===== src/rtl/core/nlcc_pkg.sv =====
`timescale 1ns / 1ps
// ----------------------------------------------------------------------------
// nlcc_pkg
// shared types, constants and helpers of the nmea line checksum checker
// ----------------------------------------------------------------------------
package nlcc_pkg;

  localparam int MAX_LINE = 128;
  localparam int LEN_W    = 8;
  localparam int CNT_W    = LEN_W + 1;
  localparam int STATUS_W = 3;
  localparam int Q_DEPTH  = 2;
  localparam int QPTR_W   = $clog2(Q_DEPTH);
  localparam int QCNT_W   = $clog2(Q_DEPTH + 1);

  localparam logic [7:0] CH_CR   = 8'h0D;
  localparam logic [7:0] CH_LF   = 8'h0A;
  localparam logic [7:0] CH_STAR = 8'h2A;
  localparam logic [7:0] CH_ZERO = 8'h30;
  localparam logic [7:0] CH_HEX_A_OFS = 8'h37;  // 'A' - 10
  localparam logic [3:0] NIB_TEN = 4'hA;

  localparam logic REQ_BYTE    = 1'b0;
  localparam logic REQ_TIMEOUT = 1'b1;

  typedef enum logic [STATUS_W-1:0] {
    ST_OK       = 3'd0,
    ST_BAD_SUM  = 3'd1,
    ST_SHORT    = 3'd2,
    ST_EMPTY    = 3'd3,
    ST_TIMEOUT  = 3'd4,
    ST_OVERFLOW = 3'd5
  } status_t;

  typedef enum logic [1:0] {
    EV_LINE,
    EV_TIMEOUT,
    EV_OVERFLOW
  } event_kind_t;

  // one line event handed from the framer to the checker
  typedef struct packed {
    event_kind_t      kind;
    logic [LEN_W-1:0] len;
    logic [7:0]       sum;
    logic [7:0]       dig_hi;
    logic [7:0]       dig_lo;
    logic             star_ok;
  } line_rec_t;

  typedef struct packed {
    logic      push;
    line_rec_t rec;
  } q_wr_t;

  typedef struct packed {
    logic      valid;
    line_rec_t rec;
  } q_rd_t;

  function automatic logic [7:0] hex_char(input logic [3:0] nib);
    if (nib < NIB_TEN) begin
      return CH_ZERO + {4'h0, nib};
    end
    return CH_HEX_A_OFS + {4'h0, nib};
  endfunction

endpackage


===== src/rtl/core/nlcc_if.sv =====
`timescale 1ns / 1ps
// ----------------------------------------------------------------------------
// nlcc channel interfaces
// valid/ready channels for received bytes and line status results
// ----------------------------------------------------------------------------
interface nlcc_req_if;
  logic       valid;
  logic       ready;
  logic       req_type;
  logic [7:0] rx_byte;

  modport source (output valid, output req_type, output rx_byte, input ready);
  modport sink   (input valid, input req_type, input rx_byte, output ready);
endinterface

interface nlcc_res_if;
  logic                          valid;
  logic                          ready;
  logic [nlcc_pkg::STATUS_W-1:0] line_status;
  logic [nlcc_pkg::LEN_W-1:0]    line_length;
  logic [7:0]                    computed_sum;

  modport source (output valid, output line_status, output line_length,
                  output computed_sum, input ready);
  modport sink   (input valid, input line_status, input line_length,
                  input computed_sum, output ready);
endinterface


===== src/rtl/core/nmea_line_checksum_checker_top.sv =====
`timescale 1ns / 1ps
// ----------------------------------------------------------------------------
// nmea_line_checksum_checker_top
// frames cr lf terminated sentences and checks the trailing xor checksum
// ----------------------------------------------------------------------------
// Feed one received byte or one timeout event per transaction on req; one
// transaction is taken every clock cycle while the event queue has room, and
// each line end, timeout or overflow yields one status transaction on res
// through the queue write and then the output register. The byte framer keeps
// all line state; the checksum verdict runs in the back stage, so a stalled
// res only blocks req once the two-entry event queue and the output register
// are full. An overflow reports at once with length 128, after which bytes
// are dropped silently up to the next cr lf. check_enable is written through
// cfg_wr_en / cfg_wr_data and resets to on; the user must write it only while
// no line result is outstanding, which the block itself does not enforce.
// ----------------------------------------------------------------------------
module nmea_line_checksum_checker_top (
  input  logic        clk,
  input  logic        rst,
  input  logic        cfg_wr_en,
  input  logic        cfg_wr_data,
  nlcc_req_if.sink    req,
  nlcc_res_if.source  res
);
  import nlcc_pkg::*;

  // checksum enable, verify on by default
  logic check_enable;

  // framer to queue, queue to checker
  q_wr_t q_wr;
  q_rd_t q_rd;
  logic  q_full;
  logic  q_pop;

  always_ff @(posedge clk) begin
    if (rst) begin
      check_enable <= 1'b1;
    end else if (cfg_wr_en) begin
      check_enable <= cfg_wr_data;
    end
  end

  // front: byte classification, counts, running xor, discard tracking
  nlcc_front u_front (
    .clk    (clk),
    .rst    (rst),
    .req    (req),
    .q_full (q_full),
    .q_wr   (q_wr)
  );

  // decouples framing from result backpressure
  nlcc_queue u_queue (
    .clk  (clk),
    .rst  (rst),
    .q_wr (q_wr),
    .full (q_full),
    .q_rd (q_rd),
    .pop  (q_pop)
  );

  // back: hex digit compare, status pick, output register
  nlcc_back u_back (
    .clk          (clk),
    .rst          (rst),
    .check_enable (check_enable),
    .q_rd         (q_rd),
    .pop          (q_pop),
    .res          (res)
  );

endmodule


===== src/rtl/core/nlcc_front.sv =====
`timescale 1ns / 1ps
// ----------------------------------------------------------------------------
// nlcc_front
// line framer: tracks line state per byte, queues timeout and overflow events and one event per kept line end
// ----------------------------------------------------------------------------
module nlcc_front (
  input  logic          clk,
  input  logic          rst,
  nlcc_req_if.sink      req,
  input  logic          q_full,
  output nlcc_pkg::q_wr_t q_wr
);
  import nlcc_pkg::*;

  logic [LEN_W-1:0] byte_count, byte_count_next;
  logic [7:0]       running_xor, running_xor_next;
  logic [7:0]       recent_bytes [4];
  logic [7:0]       recent_bytes_next [4];
  logic             discarding, discarding_next;

  logic             accept;
  logic             pending;
  logic             is_cr;
  logic             is_lf;
  logic             first;
  logic [CNT_W-1:0] count_wide;
  logic [CNT_W-1:0] seen_wide;

  assign req.ready = !q_full;
  assign accept    = req.valid && !q_full;
  assign pending   = (recent_bytes[0] == CH_CR);
  assign is_cr     = (req.rx_byte == CH_CR);
  assign is_lf     = (req.rx_byte == CH_LF);
  assign first     = (byte_count == '0) && !pending;
  assign seen_wide = CNT_W'(byte_count) + CNT_W'(pending);
  assign count_wide = seen_wide + CNT_W'(!is_cr);

  always_comb begin
    byte_count_next  = byte_count;
    running_xor_next = running_xor;
    discarding_next  = discarding;
    for (int i = 0; i < 4; i++) begin
      recent_bytes_next[i] = recent_bytes[i];
    end
    q_wr             = '0;
    q_wr.rec.kind    = EV_LINE;
    q_wr.rec.sum     = running_xor ^ CH_CR ^ recent_bytes[1] ^ recent_bytes[2]
                       ^ recent_bytes[3];
    q_wr.rec.dig_hi  = recent_bytes[2];
    q_wr.rec.dig_lo  = recent_bytes[1];
    q_wr.rec.star_ok = (recent_bytes[3] == CH_STAR);
    q_wr.rec.len     = byte_count;

    if (accept) begin
      if (req.req_type == REQ_TIMEOUT) begin
        q_wr.push     = 1'b1;
        q_wr.rec.kind = EV_TIMEOUT;
        if (discarding) begin
          q_wr.rec.len = '0;
        end else if (seen_wide > CNT_W'(MAX_LINE)) begin
          q_wr.rec.len = LEN_W'(MAX_LINE);
        end else begin
          q_wr.rec.len = seen_wide[LEN_W-1:0];
        end
        discarding_next  = 1'b0;
        byte_count_next  = '0;
        running_xor_next = '0;
        for (int i = 0; i < 4; i++) begin
          recent_bytes_next[i] = '0;
        end
      end else if (discarding) begin
        if (pending && is_lf) begin
          discarding_next  = 1'b0;
          byte_count_next  = '0;
          running_xor_next = '0;
          for (int i = 0; i < 4; i++) begin
            recent_bytes_next[i] = '0;
          end
        end else begin
          for (int i = 1; i < 4; i++) begin
            recent_bytes_next[i] = recent_bytes[i-1];
          end
          recent_bytes_next[0] = req.rx_byte;
        end
      end else if (pending && is_lf) begin
        // line end, checker finishes the verdict
        q_wr.push        = 1'b1;
        byte_count_next  = '0;
        running_xor_next = '0;
        for (int i = 0; i < 4; i++) begin
          recent_bytes_next[i] = '0;
        end
      end else if (count_wide > CNT_W'(MAX_LINE)) begin
        q_wr.push        = 1'b1;
        q_wr.rec.kind    = EV_OVERFLOW;
        q_wr.rec.len     = LEN_W'(MAX_LINE);
        discarding_next  = 1'b1;
        byte_count_next  = '0;
        running_xor_next = '0;
        for (int i = 1; i < 4; i++) begin
          recent_bytes_next[i] = '0;
        end
        recent_bytes_next[0] = req.rx_byte;
      end else begin
        if (!first) begin
          running_xor_next = running_xor ^ req.rx_byte;
        end
        byte_count_next = count_wide[LEN_W-1:0];
        for (int i = 1; i < 4; i++) begin
          recent_bytes_next[i] = recent_bytes[i-1];
        end
        recent_bytes_next[0] = req.rx_byte;
      end
    end
  end

  always_ff @(posedge clk) begin
    if (rst) begin
      byte_count  <= '0;
      running_xor <= '0;
      discarding  <= 1'b0;
      for (int i = 0; i < 4; i++) begin
        recent_bytes[i] <= '0;
      end
    end else begin
      byte_count  <= byte_count_next;
      running_xor <= running_xor_next;
      discarding  <= discarding_next;
      for (int i = 0; i < 4; i++) begin
        recent_bytes[i] <= recent_bytes_next[i];
      end
    end
  end

endmodule


===== src/rtl/core/nlcc_queue.sv =====
`timescale 1ns / 1ps
// ----------------------------------------------------------------------------
// nlcc_queue
// small fifo of line events between framer and checker
// ----------------------------------------------------------------------------
module nlcc_queue (
  input  logic            clk,
  input  logic            rst,
  input  nlcc_pkg::q_wr_t q_wr,
  output logic            full,
  output nlcc_pkg::q_rd_t q_rd,
  input  logic            pop
);
  import nlcc_pkg::*;

  line_rec_t         entries [Q_DEPTH];
  logic [QPTR_W-1:0] wr_ptr;
  logic [QPTR_W-1:0] rd_ptr;
  logic [QCNT_W-1:0] count;
  logic              do_push;
  logic              do_pop;

  assign full       = (count == QCNT_W'(Q_DEPTH));
  assign q_rd.valid = (count != '0);
  assign q_rd.rec   = entries[rd_ptr];
  assign do_push    = q_wr.push && !full;
  assign do_pop     = pop && q_rd.valid;

  always_ff @(posedge clk) begin
    if (do_push) begin
      entries[wr_ptr] <= q_wr.rec;
    end
  end

  always_ff @(posedge clk) begin
    if (rst) begin
      wr_ptr <= '0;
      rd_ptr <= '0;
      count  <= '0;
    end else begin
      if (do_push) begin
        wr_ptr <= (wr_ptr == QPTR_W'(Q_DEPTH - 1)) ? '0 : wr_ptr + 1'b1;
      end
      if (do_pop) begin
        rd_ptr <= (rd_ptr == QPTR_W'(Q_DEPTH - 1)) ? '0 : rd_ptr + 1'b1;
      end
      count <= count + QCNT_W'(do_push) - QCNT_W'(do_pop);
    end
  end

endmodule


===== src/rtl/core/nlcc_back.sv =====
`timescale 1ns / 1ps
// ----------------------------------------------------------------------------
// nlcc_back
// checksum verdict and registered result output
// ----------------------------------------------------------------------------
module nlcc_back (
  input  logic            clk,
  input  logic            rst,
  input  logic            check_enable,
  input  nlcc_pkg::q_rd_t q_rd,
  output logic            pop,
  nlcc_res_if.source      res
);
  import nlcc_pkg::*;

  logic             out_valid;
  status_t          out_status;
  logic [LEN_W-1:0] out_length;
  logic [7:0]       out_sum;

  status_t          status_c;
  logic [7:0]       sum_c;
  logic             sum_ok;

  assign pop = q_rd.valid && (!out_valid || res.ready);

  assign sum_ok = q_rd.rec.star_ok
               && (q_rd.rec.dig_hi == hex_char(q_rd.rec.sum[7:4]))
               && (q_rd.rec.dig_lo == hex_char(q_rd.rec.sum[3:0]));

  always_comb begin
    status_c = ST_OK;
    sum_c    = '0;
    case (q_rd.rec.kind)
      EV_LINE: begin
        if (q_rd.rec.len == '0) begin
          status_c = ST_EMPTY;
        end else if (!check_enable) begin
          status_c = ST_OK;
        end else if (q_rd.rec.len < LEN_W'(4)) begin
          status_c = ST_SHORT;
        end else begin
          sum_c    = q_rd.rec.sum;
          status_c = sum_ok ? ST_OK : ST_BAD_SUM;
        end
      end
      EV_TIMEOUT:  status_c = ST_TIMEOUT;
      EV_OVERFLOW: status_c = ST_OVERFLOW;
      default:     status_c = ST_OK;
    endcase
  end

  always_ff @(posedge clk) begin
    if (rst) begin
      out_valid <= 1'b0;
    end else if (pop) begin
      out_valid <= 1'b1;
    end else if (res.ready) begin
      out_valid <= 1'b0;
    end
  end

  always_ff @(posedge clk) begin
    if (pop) begin
      out_status <= status_c;
      out_length <= q_rd.rec.len;
      out_sum    <= sum_c;
    end
  end

  assign res.valid        = out_valid;
  assign res.line_status  = out_status;
  assign res.line_length  = out_length;
  assign res.computed_sum = out_sum;

endmodule


===== src/flat_wrapper.sv =====
// flat-port wrapper written by rule: the top's interface ports become plain ports
module nmea_line_checksum_checker_top_flat import nlcc_pkg::*;
  (clk, rst, cfg_wr_en, cfg_wr_data, req_valid, req_req_type, req_rx_byte, req_ready, res_valid, res_line_status, res_line_length, res_computed_sum, res_ready);
  nlcc_req_if req_i ();
  nlcc_res_if res_i ();
  input  logic clk;
  input  logic rst;
  input  logic cfg_wr_en;
  input  logic cfg_wr_data;
  input wire logic [$bits(req_i.valid)-1:0] req_valid;
  input wire logic [$bits(req_i.req_type)-1:0] req_req_type;
  input wire logic [$bits(req_i.rx_byte)-1:0] req_rx_byte;
  output wire logic [$bits(req_i.ready)-1:0] req_ready;
  output wire logic [$bits(res_i.valid)-1:0] res_valid;
  output wire logic [$bits(res_i.line_status)-1:0] res_line_status;
  output wire logic [$bits(res_i.line_length)-1:0] res_line_length;
  output wire logic [$bits(res_i.computed_sum)-1:0] res_computed_sum;
  input wire logic [$bits(res_i.ready)-1:0] res_ready;
  assign req_i.valid = req_valid;
  assign req_i.req_type = req_req_type;
  assign req_i.rx_byte = req_rx_byte;
  assign req_ready = req_i.ready;
  assign res_valid = res_i.valid;
  assign res_line_status = res_i.line_status;
  assign res_line_length = res_i.line_length;
  assign res_computed_sum = res_i.computed_sum;
  assign res_i.ready = res_ready;
  nmea_line_checksum_checker_top u_core (.clk(clk), .rst(rst), .cfg_wr_en(cfg_wr_en), .cfg_wr_data(cfg_wr_data), .req(req_i), .res(res_i));
endmodule

===== config.mk =====
export PLATFORM = sky130hd
export DESIGN_NAME = nmea_line_checksum_checker_top_flat
export DESIGN_NICKNAME = d
export VERILOG_FILES = /design/src/rtl/core/nlcc_pkg.sv /design/src/rtl/core/nlcc_if.sv /design/src/rtl/core/nmea_line_checksum_checker_top.sv /design/src/rtl/core/nlcc_front.sv /design/src/rtl/core/nlcc_queue.sv /design/src/rtl/core/nlcc_back.sv /design/src/flat_wrapper.sv
export SDC_FILE = /design/constraint.sdc
export NUM_CORES = 1
export LEC_CHECK = 0
export ABC_CLOCK_PERIOD_IN_PS = 4800
export BUFFER_PORTS_ARGS = -buffer_cell sky130_fd_sc_hd__buf_2
export CAP_MARGIN = 20
export CORE_ASPECT_RATIO = 0.8
export CORE_MARGIN = 5
export CORE_UTILIZATION = 31
export DETAILED_ROUTE_END_ITERATION = 12
export SYNTH_ARGS = -nofsm -noshare
export SYNTH_HDL_FRONTEND = slang
export SYNTH_SLANG_ARGS = --single-unit
export TNS_END_PERCENT = 10

===== constraint.sdc =====
create_clock -name clk -period 4.8 [get_ports clk]
set_input_delay 0.48 -clock clk [delete_from_list [all_inputs] [get_ports clk]]
set_output_delay 0.48 -clock clk [all_outputs]
set_load 0.02 [all_outputs]

==> metrics.txt, run 1 <==
# TYPE chip_impl_metric gauge
chip_impl_info{name="status",value="finished, final reports clean"} 1
chip_impl_metric{name="placed_cell_area",unit="um2"} 7240
chip_impl_metric{name="synth.yosys.warnings",unit=""} 0
chip_impl_info{name="synth_flop_cell",value="edfxtp_1"} 1
chip_impl_metric{name="synth.yosys.seq_area_share",unit="%"} 55.6
chip_impl_info{name="cp-endpoint",value="u_core.u_queue.count[1]"} 1
chip_impl_metric{name="ff2ff_path_depth",unit=""} 17
chip_impl_metric{name="design.portCount",unit=""} 36
chip_impl_metric{name="final_area",unit="um2"} 7840
chip_impl_metric{name="final_hold_violation_count",unit=""} 0
chip_impl_metric{name="grt_start_max_net_pins",unit=""} 37
chip_impl_metric{name="power_density",unit="nW/um2"} 451
chip_impl_info{name="cts_root_buf",value="clkbuf_16"} 1
chip_impl_metric{name="synth_enable_flop_cells",unit=""} 89
chip_impl_metric{name="pre_repair_dr_iteration_count",unit=""} 5
chip_impl_metric{name="post_synth_num_cell_types",unit=""} 68
chip_impl_metric{name="p_clk_share",unit="%"} 37.2
chip_impl_metric{name="place.gp.congestion",unit=""} 0.963
chip_impl_metric{name="power.share.switching",unit="%"} 29.0
chip_impl_metric{name="h-tree-depth",unit=""} 4
chip_impl_metric{name="die_w",unit="um"} 176
chip_impl_metric{name="ys_seq_elements",unit=""} 145
chip_impl_metric{name="finish.net_count",unit=""} 651
chip_impl_metric{name="vdd_drop_max",unit="mV"} 0.210
chip_impl_metric{name="slew_violations",unit=""} 0
chip_impl_metric{name="grt_antenna_before_repair",unit=""} 0
chip_impl_metric{name="final-setup-viol-count",unit=""} 0
chip_impl_metric{name="row_count",unit=""} 48
chip_impl_info{name="crit_start",value="u_core.u_front.recent_bytes[0][4]"} 1
chip_impl_metric{name="routed_wirelength",unit="mm"} 15.0
chip_impl_metric{name="number_of_diodes",unit=""} 0
chip_impl_metric{name="drtIter0Drc",unit=""} 489
chip_impl_metric{name="power.leakage",unit="nW"} 2.84
chip_impl_metric{name="route.detailed.vias_per_inst",unit=""} 5.09
chip_impl_metric{name="synth_area",unit="um2"} 6820
chip_impl_metric{name="internal-power",unit="mW"} 2.51
chip_impl_metric{name="post_layout_nonfiller_instances",unit=""} 913
chip_impl_metric{name="pwr-share-comb",unit="%"} 18.9
chip_impl_metric{name="globalRouteOverflowTotal",unit=""} 0
chip_impl_info{name="rr_startpoint",value="u_core.u_front.recent_bytes[0][4]"} 1
chip_impl_metric{name="max_slew_margin",unit="%"} 36.5
chip_impl_info{name="classification_of_the_worst_setup_path",value="reg2reg"} 1
chip_impl_metric{name="detailroute.via_count",unit=""} 4645
chip_impl_metric{name="drive_gt1_share",unit="%"} 15.0
chip_impl_metric{name="groute.usage.overall",unit="%"} 12.1
chip_impl_metric{name="number_of_global_route_vias_before_repair",unit=""} 4144
chip_impl_metric{name="timing.hold.ws",unit="ns"} 0.270
chip_impl_metric{name="hpwl",unit="mm"} 10.6
chip_impl_metric{name="clock_skew",unit="ns"} 0.0150
chip_impl_metric{name="layout_setup_ws",unit="ns"} 0.542
chip_impl_metric{name="insertion_delay",unit="ns"} 0.42
chip_impl_metric{name="worstPathRequired",unit="ns"} 5.08
chip_impl_metric{name="clk_pin_slew",unit="ns"} 0.06
chip_impl_metric{name="finalCriticalPeriod",unit="ns"} 4.26
chip_impl_info{name="endpoint_kind",value="flop"} 1
chip_impl_metric{name="post_cts_resized",unit=""} 0
chip_impl_metric{name="area_growth",unit="%"} 14.9
chip_impl_metric{name="cts-hold-fix-buffers",unit=""} 0
chip_impl_metric{name="cts-buffers-inserted",unit=""} 17
chip_impl_metric{name="antenna_violating_nets_post_route",unit=""} 0
chip_impl_metric{name="route.detailed.drc",unit=""} 0
chip_impl_metric{name="setup_tns",unit="ns"} 0
chip_impl_metric{name="die_height",unit="um"} 143
chip_impl_metric{name="fmax",unit="MHz"} 235
chip_impl_metric{name="rrSetupSlack",unit="ns"} 0.54
chip_impl_metric{name="initial_utilization",unit="%"} 31.5
chip_impl_info{name="holdCritPathClass",value="in2reg"} 1
chip_impl_metric{name="preCtsSetupSlack",unit="ns"} 0.495
chip_impl_metric{name="synthesis.nets",unit=""} 619
chip_impl_info{name="clock_tree_from_tritoncts",value="built"} 1
chip_impl_metric{name="total_die_area",unit="um2"} 25100
chip_impl_metric{name="post_drt_wl_per_cell",unit="um"} 16.4
chip_impl_metric{name="cts_max_path_buffers",unit=""} 2
chip_impl_metric{name="tightestPinTransition",unit="ns"} 0.953
chip_impl_metric{name="placeableCoreArea",unit="um2"} 21600
chip_impl_metric{name="psw",unit="mW"} 1.02
chip_impl_metric{name="fin_total_pwr",unit="mW"} 3.54
chip_impl_metric{name="syn_avg_cell_area",unit="um2"} 11.5
chip_impl_info{name="rsz0062_at_grt",value="no"} 1
chip_impl_metric{name="worst-endpoint-arrival",unit="ns"} 4.54
chip_impl_metric{name="path_max_fanout",unit=""} 5
chip_impl_metric{name="io_buffer_count",unit=""} 35
chip_impl_metric{name="first_pass_grt_wire_length",unit="mm"} 23.8
chip_impl_metric{name="filler_cell_count",unit=""} 2151
chip_impl_metric{name="power.sequential.fraction",unit="%"} 43.9
chip_impl_metric{name="dp_cells",unit=""} 880
chip_impl_metric{name="cts_setup_buffers",unit=""} 0
chip_impl_metric{name="post_synth_inst_count",unit=""} 593
chip_impl_info{name="critical_path.startpoint_type",value="flop"} 1
chip_impl_metric{name="layout.core_utilization",unit="%"} 36.2
chip_impl_info{name="r2r_end",value="u_core.u_queue.count[1]"} 1
chip_impl_metric{name="clock_sinks",unit=""} 145
chip_impl_metric{name="max-cap-violations",unit=""} 0
chip_impl_metric{name="final_min_period_over_clock_period",unit="%"} 88.7
chip_impl_metric{name="async_flop_share",unit="%"} 0
registers in the layout, indices dropped and copies added, names as in the netlist, named ones only:
register	cells
u_core.check_enable	1
u_core.u_back.res.computed_sum	8
u_core.u_back.res.line_length	8
u_core.u_back.res.line_status	3
u_core.u_back.res.valid	1
u_core.u_front.byte_count	8
u_core.u_front.discarding	1
u_core.u_front.recent_bytes	32
u_core.u_front.running_xor	8
u_core.u_queue.count	2
u_core.u_queue.entries	70
u_core.u_queue.rd_ptr	1
u_core.u_queue.wr_ptr	1
final cells by class:
cell class              count  area (um2)  share of cell area, %
flip-flops and latches    145        3790                   48.4
repair buffers             40         213                   2.71
well taps                 275         344                   4.39
multi-input cells         405        2830                   36.1
clock inverters            14         153                   1.95
inverters                  16        60.1                  0.766
clock buffers              18         439                   5.60
worst max-delay path, cell delays in order (launching register included):
cell and delay, ns:
dfxtp_1 0.32, or4_4 0.56, nor2_1 0.24, ha_1 0.31
ha_1 0.26, ha_1 0.26, xor2_1 0.26, xnor2_1 0.16
nand3_1 0.11, a211o_1 0.24, o21ai_1 0.23, o311a_1 0.34
ha_1 0.27, inv_1 0.05, ha_1 0.14, xor2_1 0.18
xnor2_1 0.13, nor2_1 0.05
cells by family after synthesis:
group                    count (synthesis)  share of synthesized area, %
adder cells (fa/ha/maj)                 11                          2.02
XOR/XNOR                                47                          6.04
flip-flops                             145                          55.6
AND/OR/NAND/NOR                        203                          16.6
multiplexers                            28                          4.35
buffers and inverters                   43                          2.95
AO/OA/AOI/OAI                          116                          12.4
cells in the mapped netlist, types with 4 or more instances:
cell type / count / share of area, %
a21oi_1: 17 / 1.2
a22o_1: 24 / 3.1
a31oi_1: 11 / 1.0
a32oi_1: 6 / 0.77
and2_1: 4 / 0.37
and3_1: 4 / 0.37
and3b_1: 9 / 1.2
buf_2: 8 / 0.59
clkbuf_1: 13 / 0.72
dfxtp_1: 56 / 16
edfxtp_1: 89 / 39
ha_1: 11 / 2.0
inv_1: 16 / 0.88
mux2_2: 10 / 1.7
mux2i_1: 17 / 2.5
nand2_1: 47 / 2.6
nand2b_1: 7 / 0.64
nand3_1: 9 / 0.66
nand3b_1: 9 / 0.99
nand4_1: 5 / 0.46
nor2_1: 47 / 2.6
nor2b_1: 11 / 1.0
nor3_1: 16 / 1.2
nor4_1: 6 / 0.55
nor4bb_1: 8 / 1.2
o21ai_0: 22 / 1.6
o21ai_1: 10 / 0.73
xnor2_1: 34 / 4.4
xor2_1: 13 / 1.7
per-layer routing:
metal	share of wire, %	track usage [%]
met5	0	0
met1	55	19.7
met2	38	15.2
met3	6.4	2.91
met4	1.1	3.81
placed cells by master (no fill, tap or decap), types with 13 or more instances in the layout:
| cell | count |
|---|---|
| nor2_1 | 46 |
| inv_1 | 16 |
| dfxtp_1 | 55 |
| mux2i_1 | 17 |
| clkbuf_16 | 17 |
| xor2_1 | 13 |
| edfxtp_1 | 89 |
| o21ai_0 | 22 |
| a21oi_1 | 17 |
| nor3_1 | 16 |
| nand2_1 | 47 |
| xnor2_1 | 34 |
| a22o_1 | 24 |
| buf_2 | 35 |
power groups by stage:
stage | Clock (mW) | Combinational, mW | Sequential [mW]
finish | 1.32 | 0.667 | 1.55
detailed placement | 0 | 0.671 | 1.58
global placement | 0 | 0.671 | 1.58
floorplan | 0 | 0.422 | 1.64
CTS | 1.35 | 0.674 | 1.56
global route | 1.41 | 0.736 | 1.57
worst min-delay path by stage:
stage / endpoint / cells after the start / slack (ns) / from
detailed placement: u_core.u_front.recent_bytes[0][0] / 2 / 0.47 / u_core.u_front.recent_bytes[0][0]
floorplan: u_core.u_front.recent_bytes[0][7] / 2 / 0.44 / u_core.u_front.recent_bytes[0][7]
global route: u_core.check_enable / 2 / 0.26 / cfg_wr_data
finish: u_core.check_enable / 2 / 0.27 / cfg_wr_data
CTS: u_core.check_enable / 2 / 0.25 / cfg_wr_data
global placement: u_core.u_front.recent_bytes[0][0] / 2 / 0.47 / u_core.u_front.recent_bytes[0][0]
No activity file was read; power rests on OpenSTA's default activity.
==> run 2, diff against run 1 <==
--- a/config.mk
+++ b/config.mk
@@ -8,10 +8,13 @@
 export ABC_CLOCK_PERIOD_IN_PS = 4800
 export BUFFER_PORTS_ARGS = -buffer_cell sky130_fd_sc_hd__buf_2
 export CAP_MARGIN = 20
+export CELL_PAD_IN_SITES_DETAIL_PLACEMENT = 2
+export CELL_PAD_IN_SITES_GLOBAL_PLACEMENT = 2
 export CORE_ASPECT_RATIO = 0.8
 export CORE_MARGIN = 5
 export CORE_UTILIZATION = 31
 export DETAILED_ROUTE_END_ITERATION = 12
+export PLACE_DENSITY_LB_ADDON = 0.1
 export SYNTH_ARGS = -nofsm -noshare
 export SYNTH_HDL_FRONTEND = slang
 export SYNTH_SLANG_ARGS = --single-unit
==> run 2 against run 1 <==
  * Critical path depth decreased by 1
  * Sequential power about the same
  * Non-clock buffer count increased by 1
  * Hold slack got worse by 0.012 ns
  * Via count increased by 2.5%
  * Clock power about the same
  * Global-route usage increased by 3.3 points
  * Combinational power increased by 3.9%
==> metrics.txt, run 2 (synthesis results as in run 1) <==
# TYPE chip_impl_metric gauge
chip_impl_info{name="regMostFlops",value="u_core.u_queue.entries"} 1
chip_impl_metric{name="worst-endpoint-arrival",unit="ns"} 4.59
chip_impl_metric{name="finish.net_count",unit=""} 652
chip_impl_info{name="reg.largest.list",value="u_core.u_queue.entries: 70 flops, u_core.u_front.recent_bytes: 32 flops"} 1
chip_impl_metric{name="largest_reg_flops",unit=""} 70
chip_impl_metric{name="layout.core_utilization",unit="%"} 36.1
chip_impl_metric{name="power_density",unit="nW/um2"} 452
chip_impl_metric{name="clk_pin_slew",unit="ns"} 0.06
chip_impl_metric{name="detailroute.via_count",unit=""} 4759
chip_impl_metric{name="fmax",unit="MHz"} 232
chip_impl_metric{name="insertion_delay",unit="ns"} 0.43
chip_impl_metric{name="cts_max_path_buffers",unit=""} 2
chip_impl_metric{name="pre_repair_dr_iteration_count",unit=""} 4
chip_impl_metric{name="placeableCoreArea",unit="um2"} 21600
chip_impl_metric{name="cts_setup_buffers",unit=""} 0
chip_impl_metric{name="die_height",unit="um"} 143
chip_impl_info{name="rsz0062_at_grt",value="no"} 1
chip_impl_info{name="classification_of_the_worst_setup_path",value="reg2reg"} 1
chip_impl_metric{name="first_pass_grt_wire_length",unit="mm"} 29.6
chip_impl_metric{name="final_hold_violation_count",unit=""} 0
chip_impl_metric{name="filler_cell_count",unit=""} 2295
chip_impl_metric{name="groute.usage.overall",unit="%"} 15.3
chip_impl_info{name="endpoint_kind",value="flop"} 1
chip_impl_metric{name="grt_antenna_before_repair",unit=""} 0
chip_impl_metric{name="dp_cells",unit=""} 882
chip_impl_metric{name="post_layout_nonfiller_instances",unit=""} 914
chip_impl_metric{name="antenna_violating_nets_post_route",unit=""} 0
chip_impl_metric{name="cts-buffers-inserted",unit=""} 17
chip_impl_metric{name="initial_utilization",unit="%"} 31.5
chip_impl_metric{name="finalCriticalPeriod",unit="ns"} 4.31
chip_impl_metric{name="route.detailed.vias_per_inst",unit=""} 5.21
chip_impl_metric{name="drtIter0Drc",unit=""} 169
chip_impl_metric{name="drive_gt1_share",unit="%"} 14.6
chip_impl_metric{name="number_of_global_route_vias_before_repair",unit=""} 5252
chip_impl_metric{name="route.detailed.drc",unit=""} 0
chip_impl_info{name="clock_tree_from_tritoncts",value="built"} 1
chip_impl_metric{name="row_count",unit=""} 48
chip_impl_metric{name="post_cts_resized",unit=""} 0
chip_impl_info{name="layout_common_cells",value="89 x edfxtp_1, 56 x dfxtp_1, 47 x nand2_1"} 1
chip_impl_metric{name="area_growth",unit="%"} 14.6
chip_impl_metric{name="io_buffer_count",unit=""} 35
chip_impl_metric{name="vdd_drop_max",unit="mV"} 0.208
chip_impl_metric{name="grt_start_max_net_pins",unit=""} 37
chip_impl_info{name="cp_cell_sequence",value="or4_4 > nor2_1 > ha_1 > ha_1 > and4b_1 > a32oi_1 > a221oi_2 > a211oi_1 > a21o_1 > o311a_1 > ha_1 > inv_1 > ha_1 > xor2_1 > xnor2_1 > nor2_1"} 1
chip_impl_metric{name="final_min_period_over_clock_period",unit="%"} 89.7
chip_impl_info{name="layout_commonest_cell",value="edfxtp_1"} 1
chip_impl_metric{name="max-cap-violations",unit=""} 0
chip_impl_metric{name="worst_path_largest_cell_delay",unit="ns"} 0.56
chip_impl_info{name="holdCritPathClass",value="in2reg"} 1
chip_impl_info{name="cpLargestDelayFamily",value="compound AO/OA/AOI/OAI gates"} 1
chip_impl_metric{name="total_die_area",unit="um2"} 25100
chip_impl_metric{name="setup_tns",unit="ns"} 0
chip_impl_metric{name="post_drt_wl_per_cell",unit="um"} 20.2
chip_impl_metric{name="path_max_fanout",unit=""} 13
chip_impl_info{name="crit_top_cell",value="ha_1"} 1
chip_impl_metric{name="max_slew_margin",unit="%"} 38.4
chip_impl_metric{name="tightestPinTransition",unit="ns"} 0.924
chip_impl_info{name="critical_path.startpoint_type",value="flop"} 1
chip_impl_metric{name="die_w",unit="um"} 176
chip_impl_metric{name="design.portCount",unit=""} 36
chip_impl_metric{name="hpwl",unit="mm"} 13.2
chip_impl_metric{name="power.leakage",unit="nW"} 2.84
chip_impl_metric{name="h-tree-depth",unit=""} 4
chip_impl_metric{name="number_of_diodes",unit=""} 0
chip_impl_metric{name="clock_skew",unit="ns"} 0.0147
chip_impl_metric{name="clock_sinks",unit=""} 145
chip_impl_metric{name="critical_path_buf_inv_count",unit=""} 1
chip_impl_metric{name="routed_wirelength",unit="mm"} 18.4
chip_impl_info{name="critical-path-slowest-cell",value="or4_4"} 1
chip_impl_info{name="status",value="finished, final reports clean"} 1
chip_impl_metric{name="cts-hold-fix-buffers",unit=""} 0
chip_impl_metric{name="slew_violations",unit=""} 0
chip_impl_info{name="cts_root_buf",value="clkbuf_16"} 1
chip_impl_metric{name="globalRouteOverflowTotal",unit=""} 0
chip_impl_metric{name="final-setup-viol-count",unit=""} 0
chip_impl_metric{name="worstPathRequired",unit="ns"} 5.09
chip_impl_metric{name="place.gp.congestion",unit=""} 0.819
## run 2: per-layer routing
layer / wire, um / track usage, %
met1: 9620 / 21.8
met2: 8080 / 23.8
met3: 542 / 3.26
met4: 189 / 4.22
met5: 0 / 0
## run 2: power breakdown
part           switching [mW]  internal (mW)  leakage [nW]
combinational           0.450          0.242          1.27
clock                   0.528          0.763         0.275
sequential             0.0631           1.48          1.29
## run 2: final cells by class
class                   instances  area [um2]  share of cell area [%]
repair buffers                 41         218                    2.79
flip-flops and latches        145        3790                    48.6
inverters                      16        60.1                   0.769
clock inverters                14         139                    1.78
clock buffers                  18         429                    5.49
multi-input cells             405        2830                    36.2
well taps                     275         344                    4.40
## run 2: final timing paths
check	slack [ns]	to	depth (start not counted)	start
worst max-delay path	0.49	u_core.u_queue.count[1]	16	u_core.u_front.recent_bytes[0][4]
worst max register to register	0.49	u_core.u_queue.count[1]	16	u_core.u_front.recent_bytes[0][4]
worst min-delay path	0.26	u_core.check_enable	2	cfg_wr_data
worst min register to register	0.48	u_core.u_front.recent_bytes[0][2]	2	u_core.u_front.recent_bytes[0][2]
## run 2: per-stage QoR
step                cell area [um2]  hold slack [ns]  setup WS (ns)  power (mW)
detailed placement             7240            0.474          0.388        2.28
floorplan                      6820            0.444          0.125        2.06
global route                   7810            0.242          0.231        3.71
finish                         7810            0.257          0.494        3.53
CTS                            7810            0.239          0.463        3.59
global placement               7240            0.468          0.459        2.26
